**src/rtl/csvfs_pkg.sv**
```systemverilog
// csvfs_pkg: shared types and character codes for the CSV field splitter.
// Used by csvfs_ctrl, csvfs_datapath and csv_field_splitter; no dependencies.
package csvfs_pkg;

    localparam logic [7:0] CH_QUOTE  = 8'h22;
    localparam logic [7:0] CH_CR     = 8'h0D;
    localparam logic [7:0] CH_LF     = 8'h0A;
    localparam logic [7:0] SEP_RESET = 8'h2C;

    typedef enum logic [1:0] {
        ST_IDLE,
        ST_FLUSH,
        ST_CHAR,
        ST_LEND
    } state_t;

    // controller -> datapath
    typedef struct packed {
        logic load;
        logic flush_step;
        logic char_step;
        logic lend_step;
    } cmd_t;

    // datapath -> controller
    typedef struct packed {
        logic in_term;
        logic in_plain;
        logic in_last;
        logic item_last;
        logic held_nz;
        logic held_one;
        logic out_free;
    } sts_t;

endpackage

```
**src/rtl/csvfs_ctrl.sv**
```systemverilog
// csvfs_ctrl: sequencer for the CSV field splitter (accept, flush held CR/LF,
// character, line end). Depends on csvfs_pkg.
module csvfs_ctrl
    import csvfs_pkg::*;
(
    input  logic aclk,
    input  logic aresetn,
    input  logic s_valid,
    output logic s_ready,
    input  sts_t sts,
    output cmd_t cmd
);

    state_t state_reg, state_next;

    always_ff @(posedge aclk) begin
        if (!aresetn) begin
            state_reg <= ST_IDLE;
        end else begin
            state_reg <= state_next;
        end
    end

    always_comb begin
        state_next = state_reg;
        unique case (state_reg)
            ST_IDLE: begin
                if (s_valid) begin
                    priority if (sts.in_plain) begin
                        state_next = sts.held_nz ? ST_FLUSH : ST_CHAR;
                    end else if (sts.in_last) begin
                        state_next = ST_LEND;
                    end else begin
                        state_next = ST_IDLE;
                    end
                end
            end
            ST_FLUSH: begin
                if (sts.out_free && sts.held_one) begin
                    state_next = ST_CHAR;
                end
            end
            ST_CHAR: begin
                if (sts.out_free) begin
                    state_next = sts.item_last ? ST_LEND : ST_IDLE;
                end
            end
            ST_LEND: begin
                if (sts.out_free) begin
                    state_next = ST_IDLE;
                end
            end
            default: state_next = ST_IDLE;
        endcase
    end

    always_comb begin
        s_ready        = 1'b0;
        cmd            = '0;
        unique case (state_reg)
            ST_IDLE: begin
                s_ready  = 1'b1;
                cmd.load = s_valid;
            end
            ST_FLUSH: cmd.flush_step = sts.out_free;
            ST_CHAR:  cmd.char_step  = sts.out_free;
            ST_LEND:  cmd.lend_step  = sts.out_free;
            default: cmd = '0;
        endcase
    end

endmodule

```
**src/rtl/csvfs_datapath.sv**
```systemverilog
// csvfs_datapath: item registers, quote state, held CR/LF store, cell counters
// and the result output register. Depends on csvfs_pkg; driven by csvfs_ctrl.
module csvfs_datapath
    import csvfs_pkg::*;
#(
    parameter int TERM_DEPTH = 8,
    parameter int COUNT_BITS = 16
) (
    input  logic        aclk,
    input  logic        aresetn,
    input  logic        cfg_wr_en,
    input  logic [7:0]  cfg_wr_data,
    input  logic        s_has_byte,
    input  logic [7:0]  s_in_byte,
    input  logic        s_line_last,
    input  logic        m_ready,
    output logic        m_valid,
    output logic [7:0]  m_out_byte,
    output logic        m_byte_valid,
    output logic        m_cell_end,
    output logic        m_line_end,
    output logic [15:0] m_cells_in_line,
    output logic [15:0] m_max_cells,
    output logic        m_term_overflow,
    output logic        m_run_last,
    input  cmd_t        cmd,
    output sts_t        sts
);

    localparam int CNT_W = $clog2(TERM_DEPTH + 1);

    logic [7:0]            sep_reg;
    logic [7:0]            item_byte_reg;
    logic                  item_last_reg;
    logic                  inq_reg, inq_next;
    logic                  pend_reg, pend_next;
    logic                  ovf_reg, ovf_next;
    logic [CNT_W-1:0]      held_cnt_reg, held_cnt_next;
    logic [TERM_DEPTH-1:0] kinds_reg, kinds_next;
    logic [COUNT_BITS-1:0] line_cnt_reg, line_cnt_next;
    logic [COUNT_BITS-1:0] max_cnt_reg, max_cnt_next;

    logic                  m_valid_reg, m_valid_next;
    logic [7:0]            o_byte_reg, o_byte_next;
    logic                  o_bv_reg, o_bv_next;
    logic                  o_ce_reg, o_ce_next;
    logic                  o_le_reg, o_le_next;
    logic [15:0]           o_cells_reg, o_cells_next;
    logic [15:0]           o_max_reg, o_max_next;
    logic                  o_ovf_reg, o_ovf_next;
    logic                  o_rl_reg, o_rl_next;

    logic                  in_term;
    logic                  out_free;
    logic                  char_emits;
    logic                  eff_inq;
    logic [7:0]            flush_ch;
    logic [COUNT_BITS-1:0] line_inc;
    logic [COUNT_BITS-1:0] cells_sel;
    logic [COUNT_BITS-1:0] max_sel;
    logic [31:0]           cells_wide;
    logic [31:0]           max_wide;
    logic                  emit;

    assign in_term    = s_has_byte && (s_in_byte == CH_CR || s_in_byte == CH_LF);
    assign out_free   = !m_valid_reg || m_ready;
    assign char_emits = !(item_byte_reg == CH_QUOTE && !pend_reg);
    assign eff_inq    = pend_reg ? 1'b0 : inq_reg;
    assign flush_ch   = kinds_reg[0] ? CH_LF : CH_CR;
    assign line_inc   = (line_cnt_reg == '1) ? line_cnt_reg : line_cnt_reg + 1'b1;

    assign sts.in_term   = in_term;
    assign sts.in_plain  = s_has_byte && !in_term;
    assign sts.in_last   = s_line_last;
    assign sts.item_last = item_last_reg;
    assign sts.held_nz   = held_cnt_reg != '0;
    assign sts.held_one  = held_cnt_reg == CNT_W'(1);
    assign sts.out_free  = out_free;

    always_comb begin
        inq_next      = inq_reg;
        pend_next     = pend_reg;
        ovf_next      = ovf_reg;
        held_cnt_next = held_cnt_reg;
        kinds_next    = kinds_reg;
        line_cnt_next = line_cnt_reg;
        max_cnt_next  = max_cnt_reg;
        emit          = 1'b0;
        o_byte_next   = 8'd0;
        o_bv_next     = 1'b0;
        o_ce_next     = 1'b0;
        o_le_next     = 1'b0;
        o_rl_next     = 1'b0;
        cells_sel     = line_cnt_reg;
        max_sel       = max_cnt_reg;
        if (cmd.load) begin
            if (in_term) begin
                // a pending quote is closed by the CR/LF
                if (pend_reg) begin
                    pend_next = 1'b0;
                    inq_next  = 1'b0;
                end
                if (held_cnt_reg < CNT_W'(TERM_DEPTH)) begin
                    for (int i = 0; i < TERM_DEPTH; i++) begin
                        if (held_cnt_reg == CNT_W'(i)) begin
                            kinds_next[i] = (s_in_byte == CH_LF);
                        end
                    end
                    held_cnt_next = held_cnt_reg + 1'b1;
                end else begin
                    ovf_next = 1'b1;
                end
            end
        end else if (cmd.flush_step) begin
            emit          = 1'b1;
            kinds_next    = kinds_reg >> 1;
            held_cnt_next = held_cnt_reg - 1'b1;
            o_rl_next     = (held_cnt_reg == CNT_W'(1)) && !char_emits && !item_last_reg;
            if (flush_ch == sep_reg && !inq_reg) begin
                line_cnt_next = line_inc;
                cells_sel     = line_inc;
                o_ce_next     = 1'b1;
            end else begin
                o_byte_next = flush_ch;
                o_bv_next   = 1'b1;
            end
        end else if (cmd.char_step) begin
            held_cnt_next = '0;
            o_rl_next     = !item_last_reg;
            if (item_byte_reg == CH_QUOTE) begin
                priority if (pend_reg) begin
                    // doubled quote inside quotes
                    pend_next   = 1'b0;
                    emit        = 1'b1;
                    o_byte_next = CH_QUOTE;
                    o_bv_next   = 1'b1;
                end else if (!inq_reg) begin
                    inq_next = 1'b1;
                end else begin
                    pend_next = 1'b1;
                end
            end else begin
                pend_next = 1'b0;
                inq_next  = eff_inq;
                emit      = 1'b1;
                if (item_byte_reg == sep_reg && !eff_inq) begin
                    line_cnt_next = line_inc;
                    cells_sel     = line_inc;
                    o_ce_next     = 1'b1;
                end else begin
                    o_byte_next = item_byte_reg;
                    o_bv_next   = 1'b1;
                end
            end
        end else if (cmd.lend_step) begin
            held_cnt_next = '0;
            pend_next     = 1'b0;
            inq_next      = 1'b0;
            line_cnt_next = '0;
            cells_sel     = line_inc;
            if (line_inc > max_cnt_reg) begin
                max_cnt_next = line_inc;
                max_sel      = line_inc;
            end
            emit      = 1'b1;
            o_ce_next = 1'b1;
            o_le_next = 1'b1;
            o_rl_next = 1'b1;
        end
    end

    assign cells_wide   = 32'(cells_sel);
    assign max_wide     = 32'(max_sel);
    assign o_cells_next = cells_wide[15:0];
    assign o_max_next   = max_wide[15:0];
    assign o_ovf_next   = ovf_next;

    always_comb begin
        m_valid_next = m_valid_reg;
        if (emit) begin
            m_valid_next = 1'b1;
        end else if (m_ready) begin
            m_valid_next = 1'b0;
        end
    end

    always_ff @(posedge aclk) begin
        if (!aresetn) begin
            sep_reg      <= SEP_RESET;
            inq_reg      <= 1'b0;
            pend_reg     <= 1'b0;
            ovf_reg      <= 1'b0;
            held_cnt_reg <= '0;
            line_cnt_reg <= '0;
            max_cnt_reg  <= '0;
            m_valid_reg  <= 1'b0;
        end else begin
            if (cfg_wr_en) begin
                sep_reg <= cfg_wr_data;
            end
            inq_reg      <= inq_next;
            pend_reg     <= pend_next;
            ovf_reg      <= ovf_next;
            held_cnt_reg <= held_cnt_next;
            line_cnt_reg <= line_cnt_next;
            max_cnt_reg  <= max_cnt_next;
            m_valid_reg  <= m_valid_next;
        end
    end

    // payload: no reset
    always_ff @(posedge aclk) begin
        kinds_reg <= kinds_next;
        if (cmd.load) begin
            item_byte_reg <= s_in_byte;
            item_last_reg <= s_line_last;
        end
        if (emit) begin
            o_byte_reg  <= o_byte_next;
            o_bv_reg    <= o_bv_next;
            o_ce_reg    <= o_ce_next;
            o_le_reg    <= o_le_next;
            o_cells_reg <= o_cells_next;
            o_max_reg   <= o_max_next;
            o_ovf_reg   <= o_ovf_next;
            o_rl_reg    <= o_rl_next;
        end
    end

    assign m_valid         = m_valid_reg;
    assign m_out_byte      = o_byte_reg;
    assign m_byte_valid    = o_bv_reg;
    assign m_cell_end      = o_ce_reg;
    assign m_line_end      = o_le_reg;
    assign m_cells_in_line = o_cells_reg;
    assign m_max_cells     = o_max_reg;
    assign m_term_overflow = o_ovf_reg;
    assign m_run_last      = o_rl_reg;

endmodule

```
**src/rtl/csv_field_splitter.sv**
```systemverilog
// csv_field_splitter: quoted CSV tokenizer, at most one raw byte per input beat.
// Results are registered in the output register by flush, character and line end steps.
// A CR/LF or empty beat is taken in idle alone; any other byte also takes a flush step per
// held CR/LF and a character step; line_last adds a line end step; at most one result
// per cycle. Output stalls hold a step; the sequencer takes a new beat only between items.
// Reset: synchronous, active low; clears quote state, counters, flag; separator to ','.
module csv_field_splitter
    import csvfs_pkg::*;
#(
    parameter int TERM_DEPTH = 8,
    parameter int COUNT_BITS = 16
) (
    input  logic        aclk,
    input  logic        aresetn,
    input  logic        cfg_wr_en,
    input  logic [7:0]  cfg_wr_data,
    input  logic        s_valid,
    output logic        s_ready,
    input  logic        s_has_byte,
    input  logic [7:0]  s_in_byte,
    input  logic        s_line_last,
    output logic        m_valid,
    input  logic        m_ready,
    output logic [7:0]  m_out_byte,
    output logic        m_byte_valid,
    output logic        m_cell_end,
    output logic        m_line_end,
    output logic [15:0] m_cells_in_line,
    output logic [15:0] m_max_cells,
    output logic        m_term_overflow,
    output logic        m_run_last
);

    cmd_t cmd;
    sts_t sts;

    csvfs_ctrl u_ctrl (
        .aclk    (aclk),
        .aresetn (aresetn),
        .s_valid (s_valid),
        .s_ready (s_ready),
        .sts     (sts),
        .cmd     (cmd)
    );

    csvfs_datapath #(
        .TERM_DEPTH (TERM_DEPTH),
        .COUNT_BITS (COUNT_BITS)
    ) u_dp (
        .aclk            (aclk),
        .aresetn         (aresetn),
        .cfg_wr_en       (cfg_wr_en),
        .cfg_wr_data     (cfg_wr_data),
        .s_has_byte      (s_has_byte),
        .s_in_byte       (s_in_byte),
        .s_line_last     (s_line_last),
        .m_ready         (m_ready),
        .m_valid         (m_valid),
        .m_out_byte      (m_out_byte),
        .m_byte_valid    (m_byte_valid),
        .m_cell_end      (m_cell_end),
        .m_line_end      (m_line_end),
        .m_cells_in_line (m_cells_in_line),
        .m_max_cells     (m_max_cells),
        .m_term_overflow (m_term_overflow),
        .m_run_last      (m_run_last),
        .cmd             (cmd),
        .sts             (sts)
    );

    // line end beat always closes a cell and ends the run
    a_lend_closes: assert property (@(posedge aclk) disable iff (!aresetn)
        m_valid && m_line_end |-> m_cell_end && m_run_last)
        else $error("line end beat without cell end or run end");

    a_byte_not_cell: assert property (@(posedge aclk) disable iff (!aresetn)
        m_valid && m_byte_valid |-> !m_cell_end)
        else $error("content byte and cell end on one beat");

    // accepting a plain byte always takes the sequencer out of idle, so s_ready drops
    a_plain_busy: assert property (@(posedge aclk) disable iff (!aresetn)
        s_valid && s_ready && s_has_byte && s_in_byte != CH_CR && s_in_byte != CH_LF
        |=> !s_ready)
        else $error("plain byte accepted without processing cycle");

    a_sts_plain: assert property (@(posedge aclk) disable iff (!aresetn)
        sts.in_plain |-> !sts.in_term && s_has_byte)
        else $error("byte classed both plain and terminator");

endmodule
```
**config.mk**
```make
export PLATFORM = sky130hd
export DESIGN_NAME = csv_field_splitter
export DESIGN_NICKNAME = d
export VERILOG_FILES = /design/src/rtl/csvfs_pkg.sv /design/src/rtl/csvfs_ctrl.sv /design/src/rtl/csvfs_datapath.sv /design/src/rtl/csv_field_splitter.sv
export SDC_FILE = /design/constraint.sdc
export NUM_CORES = 1
export LEC_CHECK = 0
export BUFFER_PORTS_ARGS = -buffer_cell sky130_fd_sc_hd__buf_2
export CAP_MARGIN = 20
export CORE_ASPECT_RATIO = 1.2
export CORE_MARGIN = 3
export CORE_UTILIZATION = 37
export DETAILED_ROUTE_END_ITERATION = 8
export GPL_TIMING_DRIVEN = 0
export SETUP_SLACK_MARGIN = 0.4
export SLEW_MARGIN = 10
export SYNTH_ARGS = -nofsm -noshare
export SYNTH_HDL_FRONTEND = slang
export SYNTH_SLANG_ARGS = --single-unit
```
**constraint.sdc**
```tcl
create_clock -name aclk -period 4.8 [get_ports aclk]
set_input_delay 0.24 -clock aclk [delete_from_list [all_inputs] [get_ports aclk]]
set_output_delay 0.24 -clock aclk [all_outputs]
set_load 0.02 [all_outputs]
```
==> impl_metrics.csv, run 1 <==
group,metric,value,unit
clock_tree,cts.sinks,112,
logic_synthesis,synth_edf_count,62,
grt,grt_max_degree,29,
clock_tree,cts_resized,0,
worst_setup_path,startpoint,"u_dp.line_cnt_reg[1]",
clock_tree,clk_path_buf_depth,2,
grt,grt_usage,17.0,%
layout,drive_above_1_share,18.2,%
logic_synthesis,synthesis.nets,679,
power_and_ir_drop,p_per_area,552,nW/um^2
layout,nets,759,
logic_synthesis,yosys_warnings,0,
layout,antenna_cells,0,
job,cap_violations,0,
worst_setup_path,critPathLaunchType,"flop",
outcome,outcome,"finished, final reports clean",
routing,drc,0,
routing,routed_via_density,5.44,
floorplanning,initial_utilization,38.4,%
routing,drt_wl_total,15300,um
sta,clock.fmax,0.254,GHz
placement,port-buffer-count,68,
placement,gp_routability_congestion,0.931,
sta,period_minus_slack,3.93,ns
grt,globalRoute.totalOverflow,0,
sta,worstMarginPinSlew,1.05,ns
clock_tree,cts_buffers,9,
logic_synthesis,synth_area,6070,um^2
sta,min_period_over_period,81.9,%
routing,drtPass1Iterations,5,
logic_synthesis,synth_top_area_share,30.7,%
floorplanning,ios,70,
sta,rsz0062_at_grt,"false",
worst_setup_path,path_max_fanout,10,
placement,dp_hpwl,11600,um
sta,fin_skew,0.00867,ns
routing,drt.antenna.violating_nets,0,
clock_tree,clk_pin_slew_worst_paths,0.07,ns
sta,slew_viol_final,0,
logic_synthesis,ys_top_cells_by_area,"edfxtp_1 (31%), dfxtp_1 (16%), nand2_1 (5.4%)",
worst_setup_path,critPathKind,"reg -> reg",
worst_setup_path,cp.arrival,4.03,ns
sta,slew_headroom,29.8,%
min_path,worstHoldStart,"s_in_byte[1]",
layout,area.growth.synth_to_final,16.4,%
logic_synthesis,synth_cell_types,74,
clock_tree,cts-root-buf,"clkbuf_16",
power_and_ir_drop,power_leakage,2.86,nW
clock_tree,clkLatencyLatePin,0.36,ns
routing,routedWlPerCell,16.5,um
floorplanning,die-area,18000,um^2
placement,dp.cells,911,
logic_synthesis,synth_top_cell_by_area,"edfxtp_1",
worst_setup_path,crit_path_end_kind,"flop",
clock_tree,h-tree-depth,3,
clock_tree,cts_hold_buffers,0,
logic_synthesis,ys.flop_type,"edfxtp_1",
routing,drt_iter0_drc,269,
min_path,worstHoldPathType,"in -> reg",
power_and_ir_drop,ir_drop,0.272,mV
worst_setup_path,reg2reg_from,"u_dp.line_cnt_reg[1]",
sta,finalHoldViolations,0,
logic_synthesis,syn_area_per_cell,9.58,um^2
logic_synthesis,yosysSeqAreaShare,47.2,%
floorplanning,rows,50,
floorplanning,die_height,146,um
logic_synthesis,async_flop_share,0,%
floorplanning,coreArea,15800,um^2
routing,num_vias,5047,
grt,grt_pass1_vias,4756,
logic_synthesis,syn_inst,634,
worst_setup_path,worstPathRequired,4.90,ns
grt,antenna_found_initial,0,
layout,instances_no_fill,927,
logic_synthesis,ys_ff_latch,112,
sta,setup_viol,0,
clock_tree,post_cts_buffers,0,
floorplanning,die_w,123,um
sta,fin_tns_setup,0,ns
grt,grt_first_pass_wirelength,24100,um
clock_tree,cts_tree,"built",
per-layer routing:
layer	up-vias	global-route usage, %	wire length (um)
met2	140	30.0	7870
li1	2473	-	-
met1	2412	20.5	6230
met4	0	6.16	335
met5	-	0	0
met3	22	3.10	838
cell families after synthesis:
kind of cell	after synthesis	share of synthesized area [%]
and+or+nand+nor	252	21.3
xor gates and xnor gates	21	3.03
muxes	18	3.11
AOI/OAI and AO/OA	145	16.0
buffers and inverters	64	4.91
DFF	112	47.2
adders and majority gates	22	4.53
report_power, final:
| group | switching, mW | internal [mW] | total (mW) | leakage, nW |
|---|---|---|---|---|
| Sequential | 0.108 | 1.39 | 1.50 | 1.01 |
| Combinational | 1.03 | 0.469 | 1.50 | 1.68 |
| Clock | 0.342 | 0.564 | 0.906 | 0.178 |
cells in the final DEF, fill, tap and decap left out, types with 4 or more instances in the layout:
cell type,instances
nor4_1,4
xor2_1,13
nor3_1,18
a21oi_1,54
nor2b_1,5
buf_2,77
a21o_1,5
dfxtp_1,50
nor2_1,37
clkbuf_16,9
buf_4,7
xnor2_1,8
nand2b_1,7
a31oi_1,6
o21ai_0,23
nand2_1,87
mux2i_1,14
and2_1,9
nand3_1,36
bufinv_16,4
a211o_1,4
ha_1,22
nand4_1,8
edfxtp_1,62
inv_1,27
a21boi_0,4
a211oi_1,12
o211ai_1,7
clkbuf_1,15
and4_1,4
and3_1,7
synthesized netlist by cell type (all sizes together), types with 5 or more instances:
master and n:
xnor2 8, inv 27, a31oi 6, edfxtp 62, nand3 39, o211ai 7, ha 22, dfxtp 50
nor2b 5, mux2i 14, buf 20, o21ai 24, nor3 20, a21oi 55, a21o 5, and3 7
xor2 13, nor4 5, nand4 10, nand2 89, a211oi 13, clkbuf 15, nor2 40, and4 5
and2 9, nand2b 7
final timing paths:
kind / slack, ns / cells past startpoint / end
worst max-delay path: 0.87 / 13 / u_dp.m_max_cells[10]
worst min-delay path: 0.07 / 1 / u_dp.item_byte_reg[1]
worst max register to register: 0.87 / 13 / u_dp.m_max_cells[10]
worst min register to register: 0.50 / 2 / u_dp.max_cnt_reg[9]
per-stage QoR:
step                power [mW]  area (um^2)  worst slack (ns)  hold slack (ns)  util [%]
CTS                       3.95         7070             0.945           0.0598      44.6
detailed placement        3.03         6700             0.997            0.440      42.3
global route              4.12         7070             0.653           0.0753      44.6
global placement          2.99         6670             0.246            0.440      42.2
finish                    3.90         7070             0.870           0.0714      44.6
floorplan                 2.53         6070              1.45            0.302         -
critical path, cell delays in order, from the launching register on:
cell,delay (ns)
dfxtp_1,0.41
ha_1,0.28
nand4_1,0.17
nor2_2,0.32
a31oi_1,0.16
a31oi_1,0.47
ha_1,0.26
nand4_1,0.18
or4_4,0.57
a21oi_4,0.17
a2111oi_4,0.09
buf_2,0.22
nor3_1,0.27
a21oi_1,0.10
area by class of cell:
cell class / count / area [um^2]
repair buffers: 69 / 360
clock inverters: 7 / 141
multi-input cells: 458 / 2920
clock buffers: 9 / 225
fillers: 1558 / 8760
plain buffers: 36 / 193
flip-flops and latches: 112 / 2860
inverters: 28 / 105
well taps: 208 / 260
(Power assumes the default switching activity.)
==> inputs of run 2 (changes only) <==
Clock period 4.8 ns to 3.7 ns, I/O delays scaled along.
==> run 2 against run 1 <==
  * Non-clock buffer count up 50
  * Sequential power rose by 29%
  * First-iteration DRC count increased by 22%
  * Die area did not move
  * Sequential share of layout area decreased by 4.8 points
  * Critical path depth unchanged
  * Wire length is 13% higher
  * Core utilization is 6.3 points higher
  * Maximum frequency is 19% higher
  * Largest power group is now combinational cells
==> impl_metrics.csv, run 2 (synthesis results as in run 1) <==
group,metric,value,unit
outcome,outcome,"finished, final reports clean",
floorplanning,die-area,18000,um^2
worst_setup_path,crit_path_end_kind,"flop",
clock_tree,cts_tree,"built",
sta,finalHoldViolations,0,
floorplanning,ios,70,
layout,drive_above_1_share,33.8,%
clock_tree,cts_buffers,9,
sta,worst_slack,0.387,ns
sta,worstMarginPinSlew,1.08,ns
sta,fin_skew,0.00890,ns
layout,area.growth.synth_to_final,32.9,%
sta,min_period_over_period,89.5,%
clock_tree,cts_hold_buffers,0,
layout,nets,810,
worst_setup_path,critPathLaunchType,"flop",
placement,gp_routability_congestion,0.926,
routing,num_vias,5336,
floorplanning,die_height,146,um
worst_setup_path,r2r_slack,0.39,ns
worst_setup_path,path_max_fanout,6,
routing,drt_wl_total,17300,um
power_and_ir_drop,power.total,5.07,mW
layout,final_common_cell,"nand2_1",
sta,fin_tns_setup,0,ns
routing,routedWlPerCell,17.7,um
clock_tree,clkLatencyLatePin,0.36,ns
floorplanning,coreArea,15800,um^2
placement,port-buffer-count,68,
grt,grt_usage,18.9,%
layout,num-fill-cells,1401,
placement,place_ws,-0.128,ns
sta,slew_viol_final,0,
clock_tree,h-tree-depth,3,
power_and_ir_drop,p_per_area,628,nW/um^2
clock_tree,cts-root-buf,"clkbuf_16",
sta,slew_headroom,28.1,%
routing,routed_via_density,5.46,
routing,drt.antenna.violating_nets,0,
grt,globalRoute.totalOverflow,0,
routing,drtPass1Iterations,5,
worst_setup_path,critPathKind,"reg -> reg",
min_path,worstHoldStart,"s_in_byte[1]",
grt,antenna_found_initial,0,
clock_tree,clk_pin_slew_worst_paths,0.07,ns
clock_tree,clk_path_buf_depth,2,
layout,fin_util,51.0,%
placement,dp_hpwl,11700,um
grt,grt_pass1_vias,5053,
job,cap_violations,0,
routing,drc,0,
sta,setup_viol,0,
clock_tree,cts.sinks,112,
worst_setup_path,reg2reg_from,"u_dp.line_cnt_reg[11]",
worst_setup_path,cp.arrival,3.43,ns
grt,grt_first_pass_wirelength,26500,um
min_path,worstHoldPathType,"in -> reg",
floorplanning,initial_utilization,38.4,%
sta,rsz0062_at_grt,"true",
worst_setup_path,worstPathRequired,3.81,ns
min_path,hold_path_end,"u_dp.item_byte_reg[1]",
routing,drt_iter0_drc,329,
power_and_ir_drop,power_leakage,3.20,nW
layout,antenna_cells,0,
sta,clock.fmax,0.302,GHz
layout,mostFrequentLayoutCells,"nand2_1 (84), buf_2 (69), edfxtp_1 (62)",
min_path,holdPathStages,1,
grt,grt_max_degree,29,
floorplanning,rows,50,
floorplanning,die_w,123,um
power_and_ir_drop,ir_drop,0.350,mV
sta,period_minus_slack,3.31,ns
worst_setup_path,reg2reg_depth,13,
worst_setup_path,reg2reg_to,"u_dp.m_max_cells[4]",
run 2: changes by cell type in the layout (fill, tap and decap cells not counted), moves of 7 or more:
cell	previous run	this run
buf_2	77	69
a21oi_2	0	14
o21ai_0	23	15
buf_4	7	49
ha_1	22	13
a21oi_1	54	40
nand3_1	36	29
dfxtp_1	50	41
ha_4	0	9
buf_6	2	14
nor3_1	18	8
run 2: metal layers:
layer  track usage, %  routed length, um
met5                0                  0
met4             9.86                622
met3             2.91                786
met2             32.6               9080
met1             22.2               6770
run 2: critical path, stage by stage, from the launching register on:
cell and delay, ns:
dfxtp_2 0.32, buf_6 0.14, nand4_4 0.15, o41a_1 0.46, and3_4 0.22, xor2_4 0.17
ha_4 0.27, nand2_2 0.05, or4_4 0.58, a21oi_4 0.17, a2111oi_4 0.07, buf_6 0.18
nor3_4 0.24, a21oi_2 0.05
run 2: repair_timing:
item,in CTS,in global routing
pin swaps,21,42
resized for setup,89,61
setup endpoints to repair,32,32
gates cloned,2,0
setup buffers,29,20
run 2: area by class of cell:
class / instances / area, um^2 / share of cell area, %
buffer: 36 / 262 / 3.24
sequential: 112 / 2880 / 35.8
timing repair buffer: 119 / 767 / 9.51
clock buffer: 11 / 233 / 2.89
multi-input combinational: 459 / 3530 / 43.8
clock inverter: 5 / 23.8 / 0.295
inverter: 28 / 105 / 1.30
tap: 208 / 260 / 3.23
run 2: worst max path at each step:
stage,start,to,slack (ns),cells after the start
2_1_floorplan,u_dp.line_cnt_reg[11],u_dp.m_max_cells[11],0.44,13
3_3_place_gp,u_dp.line_cnt_reg[1],u_dp.m_max_cells[11],-0.1,13
3_5_place_dp,u_dp.line_cnt_reg[0],u_dp.m_max_cells[15],-0.13,13
4_1_cts,u_dp.line_cnt_reg[0],u_dp.m_max_cells[10],0.37,14
5_1_grt,u_dp.line_cnt_reg[11],u_dp.max_cnt_reg[11],0.31,13
6_report,u_dp.line_cnt_reg[11],u_dp.m_max_cells[4],0.39,13
run 2: power breakdown:
part	switching [mW]	internal, mW	total (mW)
logic	1.51	0.740	2.25
registers	0.137	1.80	1.94
clock network	0.427	0.450	0.877
total	2.08	2.99	5.07
run 2: stage by stage:
step	hold slack [ns]	cells	instance area (um^2)
floorplan	0.247	634	6070
global placement	0.385	910	6670
detailed placement	0.390	911	6700
CTS	0.0102	958	7560
global route	0.0164	978	8070
finish	0.0227	978	8070
==> inputs of run 3 (changes only) <==
Settings changed: SETUP_SLACK_MARGIN 0.4 to 0.5.
==> run 3 against run 2 <==
  * Maximum frequency down 1.1%
  * Count of clock-buffer cells in the layout down 2
  * Final cell count up 1.0%
  * Total power up 1.5%
  * Sequential power about the same
  * First-iteration DRC count up 10%
  * Wire length up 1.9%
  * Via count up 1.1%
  * Sequential cell count unchanged
  * Critical path depth up 1
  * Critical path type unchanged
  * Largest cell class unchanged
==> impl_metrics.csv, run 3 (synthesis results as in run 1) <==
group,metric,value,unit
outcome,outcome,"finished, final reports clean",
grt,grt_max_degree,24,
floorplanning,initial_utilization,38.4,%
grt,grt_usage,19.1,%
power_and_ir_drop,power.total,5.14,mW
power_and_ir_drop,pwr-share-seq,37.7,%
grt,globalRoute.totalOverflow,0,
worst_setup_path,critPathLaunchType,"flop",
grt,antenna_found_initial,0,
min_path,worstHoldPathType,"in -> reg",
routing,drt.antenna.violating_nets,0,
worst_setup_path,slowest_stage,"or4_4",
clock_tree,cts-root-buf,"clkbuf_16",
placement,port-buffer-count,68,
sta,min_period_over_period,90.5,%
grt,grt_pass1_vias,5248,
placement,gp_routability_congestion,0.898,
floorplanning,die-area,18000,um^2
floorplanning,die_height,146,um
grt,grt_first_pass_wirelength,26800,um
routing,drtPass1Iterations,5,
power_and_ir_drop,power_leakage,3.28,nW
routing,drc,0,
worst_setup_path,cp.arrival,3.47,ns
layout,mostFrequentLayoutCells,"nand2_1 (86), buf_2 (69), edfxtp_1 (62)",
sta,slew_viol_final,0,
sta,fin_skew,0.00586,ns
worst_setup_path,slowest_delay,0.57,ns
sta,worst_slack,0.350,ns
worst_setup_path,worstPathRequired,3.82,ns
worst_setup_path,crit_chain,"buf_6, nand4_4, buf_4, buf_4, nor2_4, mux2_4, ha_4, nand4_1, or4_4, a21oi_4, a2111oi_4, buf_6, o21ai_1, nand2_1",
clock_tree,cts.sinks,112,
sta,worstMarginPinSlew,1.07,ns
sta,rsz0062_at_grt,"true",
sta,finalHoldViolations,0,
layout,drive_above_1_share,34.7,%
placement,dp_hpwl,11800,um
clock_tree,h-tree-depth,3,
clock_tree,cts_buffers,9,
sta,clock.fmax,0.299,GHz
placement,place_ws,-0.159,ns
sta,setup_viol,0,
routing,num_vias,5397,
routing,drt_iter0_drc,363,
layout,area.growth.synth_to_final,33.3,%
power_and_ir_drop,ir_drop,0.368,mV
power_and_ir_drop,p_sw_share,41.1,%
clock_tree,cts_hold_buffers,0,
worst_setup_path,cp_num_buf_inv,4,
sta,slew_headroom,28.6,%
layout,fin_util,51.1,%
routing,drt_wl_total,17600,um
worst_setup_path,crit_path_end_kind,"flop",
power_and_ir_drop,p_clk_share,18.0,%
clock_tree,clk_pin_slew_worst_paths,0.07,ns
worst_setup_path,path_max_fanout,5,
worst_setup_path,critPathKind,"reg -> reg",
sta,period_minus_slack,3.35,ns
clock_tree,clk_path_buf_depth,2,
layout,antenna_cells,0,
power_and_ir_drop,p_per_area,636,nW/um^2
floorplanning,ios,70,
power_and_ir_drop,p_int,3.03,mW
clock_tree,cts_tree,"built",
clock_tree,clkLatencyLatePin,0.37,ns
job,cap_violations,0,
layout,nets,820,
power_and_ir_drop,pwr-share-comb,44.2,%
floorplanning,die_w,123,um
routing,routed_via_density,5.46,
layout,final_common_cell,"nand2_1",
power_and_ir_drop,power_switching,2.11,mW
routing,routedWlPerCell,17.8,um
worst_setup_path,critPathTopFamily,"simple AND/OR/NAND/NOR gates",
floorplanning,coreArea,15800,um^2
worst_setup_path,r2r_slack,0.35,ns
floorplanning,rows,50,
run 3: cell types whose count changed in the layout (fill, tap and decap cells not counted), moves of 3 or more:
cell      before  now
nor3_4         6    1
nand3_2        7    4
clkinv_1       5    1
buf_4         49   57
o21ai_1        6    3
ha_1          13   16
ha_4           9    6
clkinv_2       0    4
o21ai_2        2    5
nor3_2         6   10
nand3_1       29   32
run 3: layer usage:
metal / vias up / part of all wire (%) / wire length [um] / GRT usage [%]
met5: - / 0 / 0 / 0
met4: 0 / 3.8 / 661 / 9.41
met3: 43 / 5.2 / 906 / 3.10
met2: 187 / 51 / 9040 / 33.4
met1: 2580 / 40 / 6980 / 22.3
li1: 2587 / - / - / -
run 3: what timing repair did:
item                       4_1_cts  5_1_grt
pin swaps                       37       29
buffers inserted                36       21
setup endpoints to repair       32       32
cloned                           3        1
resized for setup              100       38
run 3: layout make-up:
class                   instances  area [um^2]
flip-flops and latches        112         2890
inverters                      28          105
plain buffers                  36          262
clock inverters                 7         47.5
repair buffers                129          871
well taps                     208          260
multi-input cells             459         3430
clock buffers                   9          225
fillers                      1420         7740
run 3: final timing paths:
| check | to | cells after the start | startpoint |
|---|---|---|---|
| worst min-delay path | u_dp.item_byte_reg[1] | 1 | s_in_byte[1] |
| worst max-delay path | u_dp.m_max_cells[15] | 14 | u_dp.line_cnt_reg[9] |
| worst max register to register | u_dp.m_max_cells[15] | 14 | u_dp.line_cnt_reg[9] |
| worst min register to register | u_dp.max_cnt_reg[14] | 2 | u_dp.max_cnt_reg[14] |
run 3: power by group through the flow:
| stage | Sequential [mW] | Clock, mW | Combinational [mW] |
|---|---|---|---|
| 5_1_grt | 1.98 | 0.988 | 2.46 |
| 3_5_place_dp | 1.98 | 0 | 1.98 |
| 3_3_place_gp | 1.98 | 0 | 1.89 |
| 6_report | 1.94 | 0.927 | 2.28 |
| 2_1_floorplan | 2.29 | 0 | 0.991 |
| 4_1_cts | 1.95 | 0.944 | 2.16 |
run 3: metrics by stage:
stage          TNS [ns]  hold WS [ns]  instance area [um^2]  cells
2_1_floorplan         0         0.247                  6080    634
3_3_place_gp      -1.32         0.385                  6690    910
3_5_place_dp      -2.34         0.392                  6720    911
4_1_cts               0        0.0108                  7700    966
5_1_grt               0        0.0123                  8090    988
6_report              0        0.0152                  8090    988
